<file path="src/hw/rtl/sbpr_pkg.sv">
`timescale 1ns / 1ps
// shared types and codes for the serial boot packet receiver
// no dependencies

package sbpr_pkg;

    localparam int BYTE_W = 8;

    // input word kinds
    typedef enum logic [1:0] {
        KIND_RX_BYTE = 2'd0,
        KIND_TIMEOUT = 2'd1,
        KIND_ARM_ACK = 2'd2,
        KIND_ARM_RX  = 2'd3
    } kind_t;

    // receive phases
    typedef enum logic [2:0] {
        PH_IDLE      = 3'd0,
        PH_ACK       = 3'd1,
        PH_SIZE      = 3'd2,
        PH_CHECK     = 3'd3,
        PH_DATA      = 3'd4,
        PH_CHECK_BAD = 3'd5
    } phase_t;

    // completion status codes
    typedef enum logic [2:0] {
        ST_OK        = 3'd0,
        ST_NACKED    = 3'd1,
        ST_TIMEOUT   = 3'd2,
        ST_UNEXPECT  = 3'd3,
        ST_TOO_LARGE = 3'd4,
        ST_MISMATCH  = 3'd5
    } status_t;

    // configuration register indexes
    localparam logic REG_ACK_CODE  = 1'b0;
    localparam logic REG_NACK_CODE = 1'b1;

    // reset values of the code registers
    localparam logic [BYTE_W-1:0] ACK_CODE_RST  = 8'hCC;
    localparam logic [BYTE_W-1:0] NACK_CODE_RST = 8'h33;

    // header byte overhead: size byte counts itself and the checksum
    localparam logic [BYTE_W-1:0] SIZE_OVERHEAD = 8'd2;
    localparam logic [BYTE_W-1:0] FILL_BYTE     = 8'h00;

    // one result word
    typedef struct packed {
        logic              data_valid;
        logic [BYTE_W-1:0] data_byte;
        logic              reply_valid;
        logic [BYTE_W-1:0] reply_byte;
        logic              done_res;
        status_t           status;
        logic [BYTE_W-1:0] data_length;
    } result_t;

endpackage

</file>
<file path="src/hw/rtl/serial_boot_packet_receiver_top.sv">
`timescale 1ns / 1ps
// serial boot packet receiver: results are registered before out_valid
// one input word per cycle while in_stall is low; a two-entry output buffer
// (result plus skid register) lets a word enter while a result waits downstream
// rst_n clears phase, counters, sums and output valids; code registers reset
// to 0xCC (ack) and 0x33 (nack)
// depends on sbpr_pkg

module serial_boot_packet_receiver_top
    import sbpr_pkg::*;
(
    input  logic              clk,
    input  logic              rst_n,
    // configuration
    input  logic              cfg_wr_en,
    input  logic              cfg_index,
    input  logic [BYTE_W-1:0] cfg_data,
    // input channel
    input  logic              in_valid,
    output logic              in_stall,
    input  logic [1:0]        kind,
    input  logic [BYTE_W-1:0] rx_byte,
    input  logic [BYTE_W-1:0] max_len,
    // output channel
    output logic              out_valid,
    input  logic              out_stall,
    output logic              data_valid,
    output logic [BYTE_W-1:0] data_byte,
    output logic              reply_valid,
    output logic [BYTE_W-1:0] reply_byte,
    output logic              done_res,
    output logic [2:0]        status,
    output logic [BYTE_W-1:0] data_length
);

    logic [BYTE_W-1:0] ack_code_reg;
    logic [BYTE_W-1:0] nack_code_reg;

    phase_t            phase_reg,         phase_next;
    logic [BYTE_W-1:0] length_limit_reg,  length_limit_next;
    logic [BYTE_W-1:0] bytes_left_reg,    bytes_left_next;
    logic [BYTE_W-1:0] packet_length_reg, packet_length_next;
    logic [BYTE_W-1:0] expected_sum_reg,  expected_sum_next;
    logic [BYTE_W-1:0] running_sum_reg,   running_sum_next;

    logic              out_valid_reg;
    result_t           out_reg;
    logic              skid_valid_reg;
    result_t           skid_reg;

    logic              in_accept;
    logic              out_pop;
    logic              res_push;
    result_t           res;
    kind_t             in_kind;
    logic [BYTE_W-1:0] size_len;
    logic [BYTE_W-1:0] sum_close;
    logic [BYTE_W-1:0] exp_close;
    logic              close_pkt;
    logic              good;

    assign in_kind   = kind_t'(kind);
    assign in_stall  = skid_valid_reg;
    assign in_accept = in_valid && !skid_valid_reg;
    assign out_pop   = out_valid_reg && !out_stall;
    assign size_len  = rx_byte - SIZE_OVERHEAD;

    // configuration registers
    always_ff @(posedge clk or negedge rst_n)
    begin
        if (!rst_n)
        begin
            ack_code_reg  <= ACK_CODE_RST;
            nack_code_reg <= NACK_CODE_RST;
        end
        else if (cfg_wr_en)
        begin
            case (cfg_index)
                REG_ACK_CODE:  ack_code_reg  <= cfg_data;
                REG_NACK_CODE: nack_code_reg <= cfg_data;
                default:       ack_code_reg  <= ack_code_reg;
            endcase
        end
    end

    // next state and result for the accepted word
    always_comb
    begin
        phase_next         = phase_reg;
        length_limit_next  = length_limit_reg;
        bytes_left_next    = bytes_left_reg;
        packet_length_next = packet_length_reg;
        expected_sum_next  = expected_sum_reg;
        running_sum_next   = running_sum_reg;
        res                = '0;
        res_push           = 1'b0;
        close_pkt          = 1'b0;
        sum_close          = running_sum_reg;
        exp_close          = expected_sum_reg;
        good               = 1'b0;

        if (in_accept)
        begin
            case (in_kind)
                KIND_ARM_ACK:
                begin
                    phase_next = PH_ACK;
                end
                KIND_ARM_RX:
                begin
                    phase_next         = PH_SIZE;
                    length_limit_next  = max_len;
                    bytes_left_next    = '0;
                    packet_length_next = '0;
                    expected_sum_next  = '0;
                    running_sum_next   = '0;
                end
                KIND_TIMEOUT:
                begin
                    if (phase_reg != PH_IDLE)
                    begin
                        res_push     = 1'b1;
                        res.done_res = 1'b1;
                        res.status   = ST_TIMEOUT;
                        phase_next   = PH_IDLE;
                    end
                end
                default:
                begin
                    case (phase_reg)
                        PH_IDLE:
                        begin
                            phase_next = PH_IDLE;
                        end
                        PH_ACK:
                        begin
                            if (rx_byte != FILL_BYTE)
                            begin
                                res_push     = 1'b1;
                                res.done_res = 1'b1;
                                phase_next   = PH_IDLE;
                                if (rx_byte == ack_code_reg)
                                    res.status = ST_OK;
                                else if (rx_byte == nack_code_reg)
                                    res.status = ST_NACKED;
                                else
                                    res.status = ST_UNEXPECT;
                            end
                        end
                        PH_SIZE:
                        begin
                            if (rx_byte != FILL_BYTE)
                            begin
                                if (rx_byte < SIZE_OVERHEAD || size_len > length_limit_reg)
                                begin
                                    phase_next = PH_CHECK_BAD;
                                end
                                else
                                begin
                                    packet_length_next = size_len;
                                    bytes_left_next    = size_len;
                                    running_sum_next   = '0;
                                    phase_next         = PH_CHECK;
                                end
                            end
                        end
                        PH_CHECK_BAD:
                        begin
                            res_push     = 1'b1;
                            res.done_res = 1'b1;
                            res.status   = ST_TOO_LARGE;
                            phase_next   = PH_IDLE;
                        end
                        PH_CHECK:
                        begin
                            expected_sum_next = rx_byte;
                            if (bytes_left_reg == '0)
                            begin
                                close_pkt = 1'b1;
                                sum_close = running_sum_reg;
                                exp_close = rx_byte;
                            end
                            else
                            begin
                                phase_next = PH_DATA;
                            end
                        end
                        PH_DATA:
                        begin
                            res_push         = 1'b1;
                            res.data_valid   = 1'b1;
                            res.data_byte    = rx_byte;
                            running_sum_next = running_sum_reg + rx_byte;
                            bytes_left_next  = bytes_left_reg - 1'b1;
                            if (bytes_left_next == '0)
                            begin
                                close_pkt = 1'b1;
                                sum_close = running_sum_next;
                                exp_close = expected_sum_reg;
                            end
                        end
                        default:
                        begin
                            phase_next = PH_IDLE;
                        end
                    endcase
                end
            endcase
        end

        // checksum compare and reply at the end of a packet
        if (close_pkt)
        begin
            good            = (sum_close == exp_close);
            res_push        = 1'b1;
            res.reply_valid = 1'b1;
            res.reply_byte  = good ? ack_code_reg : nack_code_reg;
            res.done_res    = 1'b1;
            res.status      = good ? ST_OK : ST_MISMATCH;
            res.data_length = good ? packet_length_reg : '0;
            phase_next      = PH_IDLE;
        end
    end

    // receive state registers
    always_ff @(posedge clk or negedge rst_n)
    begin
        if (!rst_n)
        begin
            phase_reg         <= PH_IDLE;
            length_limit_reg  <= '0;
            bytes_left_reg    <= '0;
            packet_length_reg <= '0;
            expected_sum_reg  <= '0;
            running_sum_reg   <= '0;
        end
        else
        begin
            phase_reg         <= phase_next;
            length_limit_reg  <= length_limit_next;
            bytes_left_reg    <= bytes_left_next;
            packet_length_reg <= packet_length_next;
            expected_sum_reg  <= expected_sum_next;
            running_sum_reg   <= running_sum_next;
        end
    end

    // output and skid valids
    always_ff @(posedge clk or negedge rst_n)
    begin
        if (!rst_n)
        begin
            out_valid_reg  <= 1'b0;
            skid_valid_reg <= 1'b0;
        end
        else if (skid_valid_reg)
        begin
            if (out_pop)
                skid_valid_reg <= 1'b0;
        end
        else if (res_push)
        begin
            if (out_valid_reg && !out_pop)
                skid_valid_reg <= 1'b1;
            else
                out_valid_reg <= 1'b1;
        end
        else if (out_pop)
        begin
            out_valid_reg <= 1'b0;
        end
    end

    // output and skid words
    always_ff @(posedge clk)
    begin
        if (skid_valid_reg)
        begin
            if (out_pop)
                out_reg <= skid_reg;
        end
        else if (res_push)
        begin
            if (out_valid_reg && !out_pop)
                skid_reg <= res;
            else
                out_reg <= res;
        end
    end

    assign out_valid   = out_valid_reg;
    assign data_valid  = out_reg.data_valid;
    assign data_byte   = out_reg.data_byte;
    assign reply_valid = out_reg.reply_valid;
    assign reply_byte  = out_reg.reply_byte;
    assign done_res    = out_reg.done_res;
    assign status      = out_reg.status;
    assign data_length = out_reg.data_length;

    // skid entry is only used behind a full output register
    assert property (@(posedge clk) disable iff (!rst_n)
        skid_valid_reg |-> out_valid_reg)
        else $error("skid register full while output register empty");

    // data phase always has bytes to go
    assert property (@(posedge clk) disable iff (!rst_n)
        (phase_reg == PH_DATA) |-> (bytes_left_reg != '0))
        else $error("data phase with no bytes left");

    // a reply only comes with a finished packet
    assert property (@(posedge clk) disable iff (!rst_n)
        (out_valid_reg && out_reg.reply_valid) |-> out_reg.done_res)
        else $error("reply without done");

    // nonzero length only on a good finished packet
    assert property (@(posedge clk) disable iff (!rst_n)
        (out_valid_reg && out_reg.data_length != '0)
            |-> (out_reg.done_res && out_reg.status == ST_OK && out_reg.reply_valid))
        else $error("data length reported outside a good packet");

    // a finished transaction leaves the block idle
    assert property (@(posedge clk) disable iff (!rst_n)
        (res_push && res.done_res) |=> (phase_reg == PH_IDLE))
        else $error("phase not idle after done");

endmodule
</file>
<file path="config.mk">
export PLATFORM = sky130hd
export DESIGN_NAME = serial_boot_packet_receiver_top
export DESIGN_NICKNAME = d
export VERILOG_FILES = /design/src/hw/rtl/sbpr_pkg.sv /design/src/hw/rtl/serial_boot_packet_receiver_top.sv
export SDC_FILE = /design/constraint.sdc
export NUM_CORES = 1
export LEC_CHECK = 0
export BUFFER_PORTS_ARGS = -buffer_cell sky130_fd_sc_hd__buf_2
export CORE_MARGIN = 1.5
export CORE_UTILIZATION = 62
export CTS_BUF_LIST = sky130_fd_sc_hd__clkbuf_4 sky130_fd_sc_hd__clkbuf_8
export CTS_CLUSTER_DIAMETER = 80
export DETAILED_ROUTE_END_ITERATION = 10
export PLACE_DENSITY = 0.81
export SYNTH_ARGS = -nofsm -noshare
export SYNTH_HDL_FRONTEND = slang
export SYNTH_SLANG_ARGS = --single-unit
export TNS_END_PERCENT = 50
</file>
<file path="constraint.sdc">
create_clock -name clk -period 6.47 [get_ports clk]
set_input_delay 1.294 -clock clk [delete_from_list [all_inputs] [get_ports clk]]
set_output_delay 1.294 -clock clk [all_outputs]
set_load 0.1 [all_outputs]
</file>
* Word level (Yosys, flattened, before mapping)
Index checks and enable logic that the tools add are counted.
W data, S select, Z words.
** Operators by class
- Add/subtract/negate cells :: 3
- Order comparisons :: 2
- Equality and inequality tests :: 22
- Mux-type cells :: 65
- Bitwise operators :: 3
- Reductions and logical operators :: 32
** Operators by type and width (number)
- $mux W8 :: 16
- $mux W30 :: 4
- $pmux W8 S2 :: 6
- $mux W9 :: 3
- $eq A8 B8 Y1 :: 3
- $mux W3 :: 8
- $mux W21 :: 1
- $ne A6 B6 Y1 const B :: 3
- $logic_not A8 Y1 :: 2
- $pmux W4 S2 :: 2
- $mux W1 :: 15
- $mux W4 :: 3
- $pmux W3 S4 :: 1
- $reduce_and A3 Y1 :: 4
- $reduce_bool A2 Y1 :: 6
- $reduce_and A5 Y1 :: 2
- $ne A3 B3 Y1 const B :: 3
- $pmux W3 S3 :: 1
- $add A8 B8 Y8 :: 1
- $gt A8 B8 Y1 :: 1
- $lt A8 B2 Y1 const B :: 1
- $reduce_bool A8 Y1 :: 1
- $sub A8 B1 Y8 const B :: 1
- $sub A8 B2 Y8 const B :: 1
- other kinds (19) :: 38
** Word-level totals
- Flip-flop bits (word level) :: 121
- Output and inout port bits :: 32
- Logic and storage cells :: 151

* Longest topological paths before layout
Gate-level depths: netlist of run 1.
- Depth in word-level cells :: 12
- Gate-level depth with buffers :: 15
- Mapped depth without buffers :: 13

* Worst setup path after synthesis of run 1
Ideal clock, no wire load.
- Path type :: input-to-reg
- Start point :: input kind[0]
- End point :: register out_reg (netlist bit data_byte[0]), enable pin
- Library setup time :: 0.463 ns
- Arrival time :: 5.205 ns
- Required time :: 6.007 ns
- Setup slack :: 0.802 ns
- Stages on the path :: 12
- Path buffers :: 2
- Cell sequence :: inv_1 -> ha_1 -> buf_2 -> nand3b_1 -> a2111oi_1 -> a21o_1 -> buf_2 -> nand2_1 -> and2_0 -> inv_1 -> a21oi_1 -> a21boi_0
** On the way
- Longest elaborated chain between the ends :: 7
- Elaborated cells between the ends (all ways) :: 12
** Ends and longest elaborated chain
- from (decl) :: line serial_boot_packet_receiver_top.sv:21 : input logic [1:0] kind,
- $eq A2 B2 Y1 or $eq A2 B1 Y1 (tied branches) :: line serial_boot_packet_receiver_top.sv:104 : case (in_kind)
- $reduce_or A2 Y1 (no source line) or $reduce_or A3 Y1 (tied branches)
- $pmux W1 S2 or $mux W1 (tied branches) :: line serial_boot_packet_receiver_top.sv:104
- $mux W1 :: line serial_boot_packet_receiver_top.sv:102 : if (in_accept)
- $mux W1 * :: line serial_boot_packet_receiver_top.sv:212 : if (close_pkt)
- $reduce_bool A2 Y1 (no source line) *
- $reduce_and A3 Y1 (no source line) *
- to (signal assigned) :: line serial_boot_packet_receiver_top.sv:280 : out_reg <= skid_reg;
- to (signal assigned) :: line serial_boot_packet_receiver_top.sv:287 : out_reg <= res;
- to (decl) :: line serial_boot_packet_receiver_top.sv:47 : result_t out_reg;
Mark *: on every way between the ends. The rest lies on a longest branch, timed or not.
A chain may end at the register's enable or synchronous reset.

* Final worst setup path of run 1
- Start point :: input kind[0]
- End point :: register out_reg (netlist bit data_valid), enable pin
The elaborated chain is that of the path after synthesis.

==> flow_metrics.tcl, run 1 <==
set metrics [dict create \
    grt_setup_unrepaired "false" \
    antenna_cells 0 \
    final_nets 733 \
    critPathSlowestCell "and2_0" \
    synth-async-reset-ratio_pct 50.4 \
    grt_pass1_wl_um 24300 \
    synthMuxAreaShare_pct 7.55 \
    die-height_um 106 \
    grt_antenna_before_repair 0 \
    drt-initial-drc-count 325 \
    syn_area_um2 6630 \
    critPathBufInv 4 \
    grt_pass1_vias 4930 \
    cts_resized 0 \
    hold_viol_final 0 \
    post-route-period-util_pct 79.4 \
    crit_top_cell "inv_1" \
    synth-edff-count 60 \
    grt_start_max_net_pins 62 \
    ys_types 62 \
    synth-adder-area-share_pct 4.65 \
    drive_gt1_share_pct 21.9 \
    initial_core_util_pct 64.2 \
    yosys.area_share.simple_pct 15.7 \
    total_power_mw 2.76 \
    htree_levels 4 \
    path_max_fanout 23 \
    cp_cell_sequence "buf_2 -> inv_1 -> ha_1 -> nand3b_1 -> a2111oi_1 -> a21o_1 -> nand2_1 -> and2_0 -> inv_1 -> a21oi_1 -> a21boi_2 -> buf_4" \
    final_cell_area_um2 7400 \
    clock_skew_ns 0.0142 \
    dieArea_um2 11300 \
    dpl_cell_area_um2 7030 \
    powerDensity_nw_per_um2 374 \
    ios 64 \
    cts_setup_buffers 0 \
    vias 5109 \
    setup_violations 0 \
    finalCriticalPeriod_ns 5.14 \
    max_slew_margin_pct 26.5 \
    cap_violations 0 \
    drc 0 \
    synth-xor-area-share_pct 3.44 \
    synth_top_family_by_area "simple AND/OR/NAND/NOR gates" \
    fin_util_pct 71.7 \
    critical_path_class "in -> reg" \
    cts_buffer_depth 2 \
    synth.net_count 681 \
    ant_nets 0 \
    crit_path_end_kind "register" \
    synth_compound_area_share_pct 14.5 \
    track_usage_pct 28.4 \
    clk_latency_ns 0.44 \
    cts.sinks 121 \
    status "finished, final reports clean" \
    holdBufCountCts 0 \
    ys_seq_area_share_pct 50.4 \
    areaGrowthSynthToFinish_pct 11.7 \
    cp.required_ns 6.59 \
    synth_ff_type "edfxtp_1" \
    gr-total-overflow 0 \
    peakVddDrop_mv 0.199 \
    critPathTopFamily "compound AO/OA/AOI/OAI gates" \
    fin_setup_tns_ns 0 \
    gp_congestion 0.925 \
    fillers 738 \
    vias_per_cell 6.19 \
    syn-instance-count 625 \
    slowest_delay_ns 0.57 \
    max_freq_mhz 195 \
    rows 37 \
    p_leak_nw 3.32 \
    critPathArrivalTime_ns 5.26 \
    hpwl_um 10800 \
    port_buffers 63 \
    cts_made_buffers 17 \
    avgSynthCellArea_um2 10.6 \
    design.core.area_um2 10300 \
    root_buffer "clkbuf_8" \
    clk_pin_slew_worst_paths_ns 0.07 \
    hp-class "reg -> reg" \
    ys_ff_latch 121 \
    tritoncts "done" \
    routed_wl_um 15100 \
    synth_warnings 0 \
    fp.dieW_um 106 \
    start_kind "input port" \
    tightest_slew_ns 1.10 \
    wl_per_cell_um 18.2 \
    finalMaxSlewViolations 0 \
    detail_route.first_pass.iterations 5 \
    largest_reg_flops 30 \
]
[path summary, 6_finish.rpt]
check	start	to	slack, ns	cells after the start
setup / recovery	kind[0]	data_valid$_DFFE_PP_	1.33	12
max in group asynchronous	rst_n	length_limit_reg[3]$_DFFE_PN0P_	4.93	2
hold reg to reg	packet_length_reg[1]$_DFFE_PN0P_	packet_length_reg[1]$_DFFE_PN0P_	0.49	2
setup reg to reg	bytes_left_reg[0]$_DFFE_PN0P_	data_valid$_DFFE_PP_	1.81	11
min in group asynchronous	rst_n	ack_code_reg[4]$_DFFE_PN0P_	1.00	2
hold / removal	packet_length_reg[1]$_DFFE_PN0P_	packet_length_reg[1]$_DFFE_PN0P_	0.49	2
[per-layer routing]
layer	GRT usage, %	wire length [um]	vias up	share of wire [%]
met5	0	0	-	0
met4	12.3	428	0	2.8
met3	5.21	874	46	5.8
met2	48.8	7730	198	51
met1	35.0	6030	2497	40
li1	-	-	2368	-
[cell type report]
cell class,count,area (um^2),share of cell area [%]
sequential,121,3340,45.1
inverter,27,101,1.37
clock inverter,14,125,1.69
clock buffer,18,241,3.26
multi-input combinational,440,3050,41.3
tap,136,170,2.30
timing repair buffer,70,368,4.97
[metrics by stage]
stage          setup WS [ns]  hold slack (ns)  std cells
4_1_cts                 1.33            0.490        826
2_1_floorplan          0.802            0.440        625
3_3_place_gp            1.14            0.457        794
5_1_grt                 1.03            0.507        826
6_report                1.33            0.486        826
3_5_place_dp           0.904            0.460        794
[report_power, final]
part           switching, mW  internal (mW)
Sequential             0.131          0.988
Clock                  0.320          0.308
Combinational          0.697          0.319
[worst min-delay path: stages (launching register included)]
cell and delay (ns):
dfrtp_1 0.35, nand2_1 0.05, o31ai_1 0.05
[layout by cell type (no fill, tap or decap), types with 17 or more instances in the layout]
cell type and instances:
buf_2 63, a21oi_1 18, ha_1 23, inv_1 27, o21ai_0 37, nor2_1 37, a21o_1 27, dfrtp_1 53
nand2_1 57, mux2_2 32, clkbuf_8 17, edfxtp_1 60
[cells in the mapped netlist, drive strengths merged, types with 4 or more instances]
master	number	area, um^2
edfxtp	60	1800
nand2	57	214
dfrtp	53	1330
o21ai	48	240
nor2	38	143
mux2	32	360
clkbuf	29	110
a21o	27	203
inv	27	101
ha	23	288
a21oi	18	90.1
o31ai	16	120
and3	15	93.8
xor2	15	131
mux2i	14	140
nand2b	14	87.6
nor3	13	70.1
nor2b	12	75.1
xnor2	11	96.3
nand3	10	50.1
buf	8	42.5
dfstp	8	210
nand4	7	50.1
a211o	5	43.8
a31oi	5	31.3
nor3b	5	37.5
nor4	5	52.6
nand3b	4	30.0
o2111ai	4	35.0
[cell families after synthesis]
family / after synthesis
flip-flops: 121
multiplexers: 46
adder cells (fa/ha/maj): 24
AO/OA/AOI/OAI: 147
AND/OR/NAND/NOR: 197
XOR/XNOR: 26
buffers and inverters: 64
Note: power is estimated with default switching activity, not from simulation.
==> inputs of run 2 (changes only) <==
- clock period: 6.47 -> 5.2 ns (I/O delays scaled with it)
==> run 2 against run 1 <==
Global-route usage is 1.3 points higher; clock-buffer cell count increased by 1; setup slack got worse by 0.41 ns; clock power is 35% higher; flip-flop and latch count unchanged; wire length increased by 5.9%; power is 28% higher; die area unchanged.
==> flow_metrics.tcl, run 2 (same netlist as run 1, synthesis figures left out) <==
set metrics [dict create \
    status "finished, final reports clean" \
    clk_pin_slew_worst_paths_ns 0.08 \
    start_kind "input port" \
    holdBufCountCts 0 \
    mostFrequentLayoutCells "buf_2, edfxtp_1, nand2_1" \
    final_nets 736 \
    routed_wl_um 16000 \
    grt_setup_unrepaired "false" \
    critPathArrivalTime_ns 4.46 \
    r2r_start "bytes_left_reg[0]$_DFFE_PN0P_" \
    ant_nets 0 \
    grt-busiest-layer "met2" \
    r2r_end "reply_byte[6]$_DFFE_PP_" \
    gr-total-overflow 0 \
    crit_path_end_kind "register" \
    hold_viol_final 0 \
    die-height_um 106 \
    path_max_fanout 20 \
    total_power_mw 3.53 \
    dieArea_um2 11300 \
    hpwl_um 11200 \
    fin_util_pct 72.1 \
    wl_per_cell_um 19.2 \
    use_met3_pct 5.21 \
    grtUsageMet1_pct 38.1 \
    peakVddDrop_mv 0.246 \
    grt_start_max_net_pins 62 \
    critPathBufInv 3 \
    clock_skew_ns 0.0190 \
    multiInputGateArea_um2 3050 \
    register_area_um2 3340 \
    vias 5169 \
    cts_buffer_depth 2 \
    finalCriticalPeriod_ns 4.28 \
    cts_resized 0 \
    cts_made_buffers 17 \
    cts.sinks 121 \
    vias_per_cell 6.24 \
    ios 64 \
    use_met2_pct 50.1 \
    tritoncts "done" \
    powerDensity_nw_per_um2 474 \
    design.core.area_um2 10300 \
    hold_start "packet_length_reg[5]$_DFFE_PN0P_" \
    port_buffers 63 \
    fillers 726 \
    max_slew_margin_pct 26.5 \
    post-route-period-util_pct 82.3 \
    r2r_setup_slack_ns 1.15 \
    grt_antenna_before_repair 0 \
    grt_pass1_wl_um 25700 \
    cp.required_ns 5.38 \
    max_freq_mhz 234 \
    cap_violations 0 \
    areaGrowthSynthToFinish_pct 12.4 \
    cts_setup_buffers 0 \
    fp.dieW_um 106 \
    rows 37 \
    gp_congestion 0.880 \
    tightest_slew_ns 1.10 \
    finalMaxSlewViolations 0 \
    cp-startpoint "kind[0]" \
    critPathSlowestCell "or4_1" \
    antenna_cells 0 \
    whs_endpoint "packet_length_reg[5]$_DFFE_PN0P_" \
    fin_setup_tns_ns 0 \
    r2r_cells 12 \
    clk_latency_ns 0.44 \
    grt_pass1_vias 5077 \
    p_leak_nw 3.35 \
    whs_path_depth 2 \
    setup_violations 0 \
    track_usage_pct 29.7 \
    initial_core_util_pct 64.2 \
    drc 0 \
    largest_reg_flops 30 \
    detail_route.first_pass.iterations 5 \
    critPathTopFamily "simple AND/OR/NAND/NOR gates" \
    htree_levels 4 \
    root_buffer "clkbuf_8" \
    hp-class "reg -> reg" \
    drt-initial-drc-count 360 \
    drive_gt1_share_pct 22.2 \
    critical_path_class "in -> reg" \
    slowest_delay_ns 0.52 \
    cp_cell_sequence "buf_2 -> inv_1 -> ha_1 -> and3b_1 -> nand4_2 -> mux2i_1 -> or4_1 -> o2111ai_1 -> o2111ai_1 -> nor4_4 -> buf_4 -> mux2i_1 -> o21ai_1" \
    layout_commonest_cell "buf_2" \
]
[run 2: metal layers]
layer	routed length, um	up-vias
li1	-	2387
met1	6390	2483
met2	8090	254
met3	1050	45
met4	433	0
met5	0	-
[run 2: cell type report]
class / instances / share of cell area (%)
sequential: 121 / 44.8
clock inverter: 13 / 1.92
inverter: 27 / 1.36
timing repair buffer: 73 / 5.24
tap: 136 / 2.29
clock buffer: 19 / 3.34
multi-input combinational: 440 / 41.0
[run 2: worst max-delay path by stage]
stage	endpoint	depth (start not counted)
floorplan	data_byte[0]$_DFFE_PP_	12
global placement	reply_byte[3]$_DFFE_PP_	13
detailed placement	reply_byte[6]$_DFFE_PP_	13
CTS	reply_byte[6]$_DFFE_PP_	13
global route	reply_byte[5]$_DFFE_PP_	13
finish	reply_byte[6]$_DFFE_PP_	13
[run 2: through the flow]
step	setup WS, ns	instances	hold WS [ns]	area (um^2)
6_report	0.919	829	0.479	7440
5_1_grt	0.716	829	0.512	7440
4_1_cts	1.01	829	0.482	7440
3_5_place_dp	0.621	797	0.466	7050
3_3_place_gp	0.829	797	0.453	7050
2_1_floorplan	0.605	625	0.440	6630
[run 2: worst min-delay path: stages, from the launching register on]
cell	delay [ns]
dfrtp_1	0.34
nand2_1	0.05
o31ai_1	0.06
[run 2: where the power goes]
group	internal [mW]	switching [mW]	leakage, nW	total, mW
sequential	1.23	0.177	1.32	1.41
combinational	0.402	0.872	1.83	1.27
clock	0.441	0.408	0.200	0.849
total	2.07	1.46	3.35	3.53
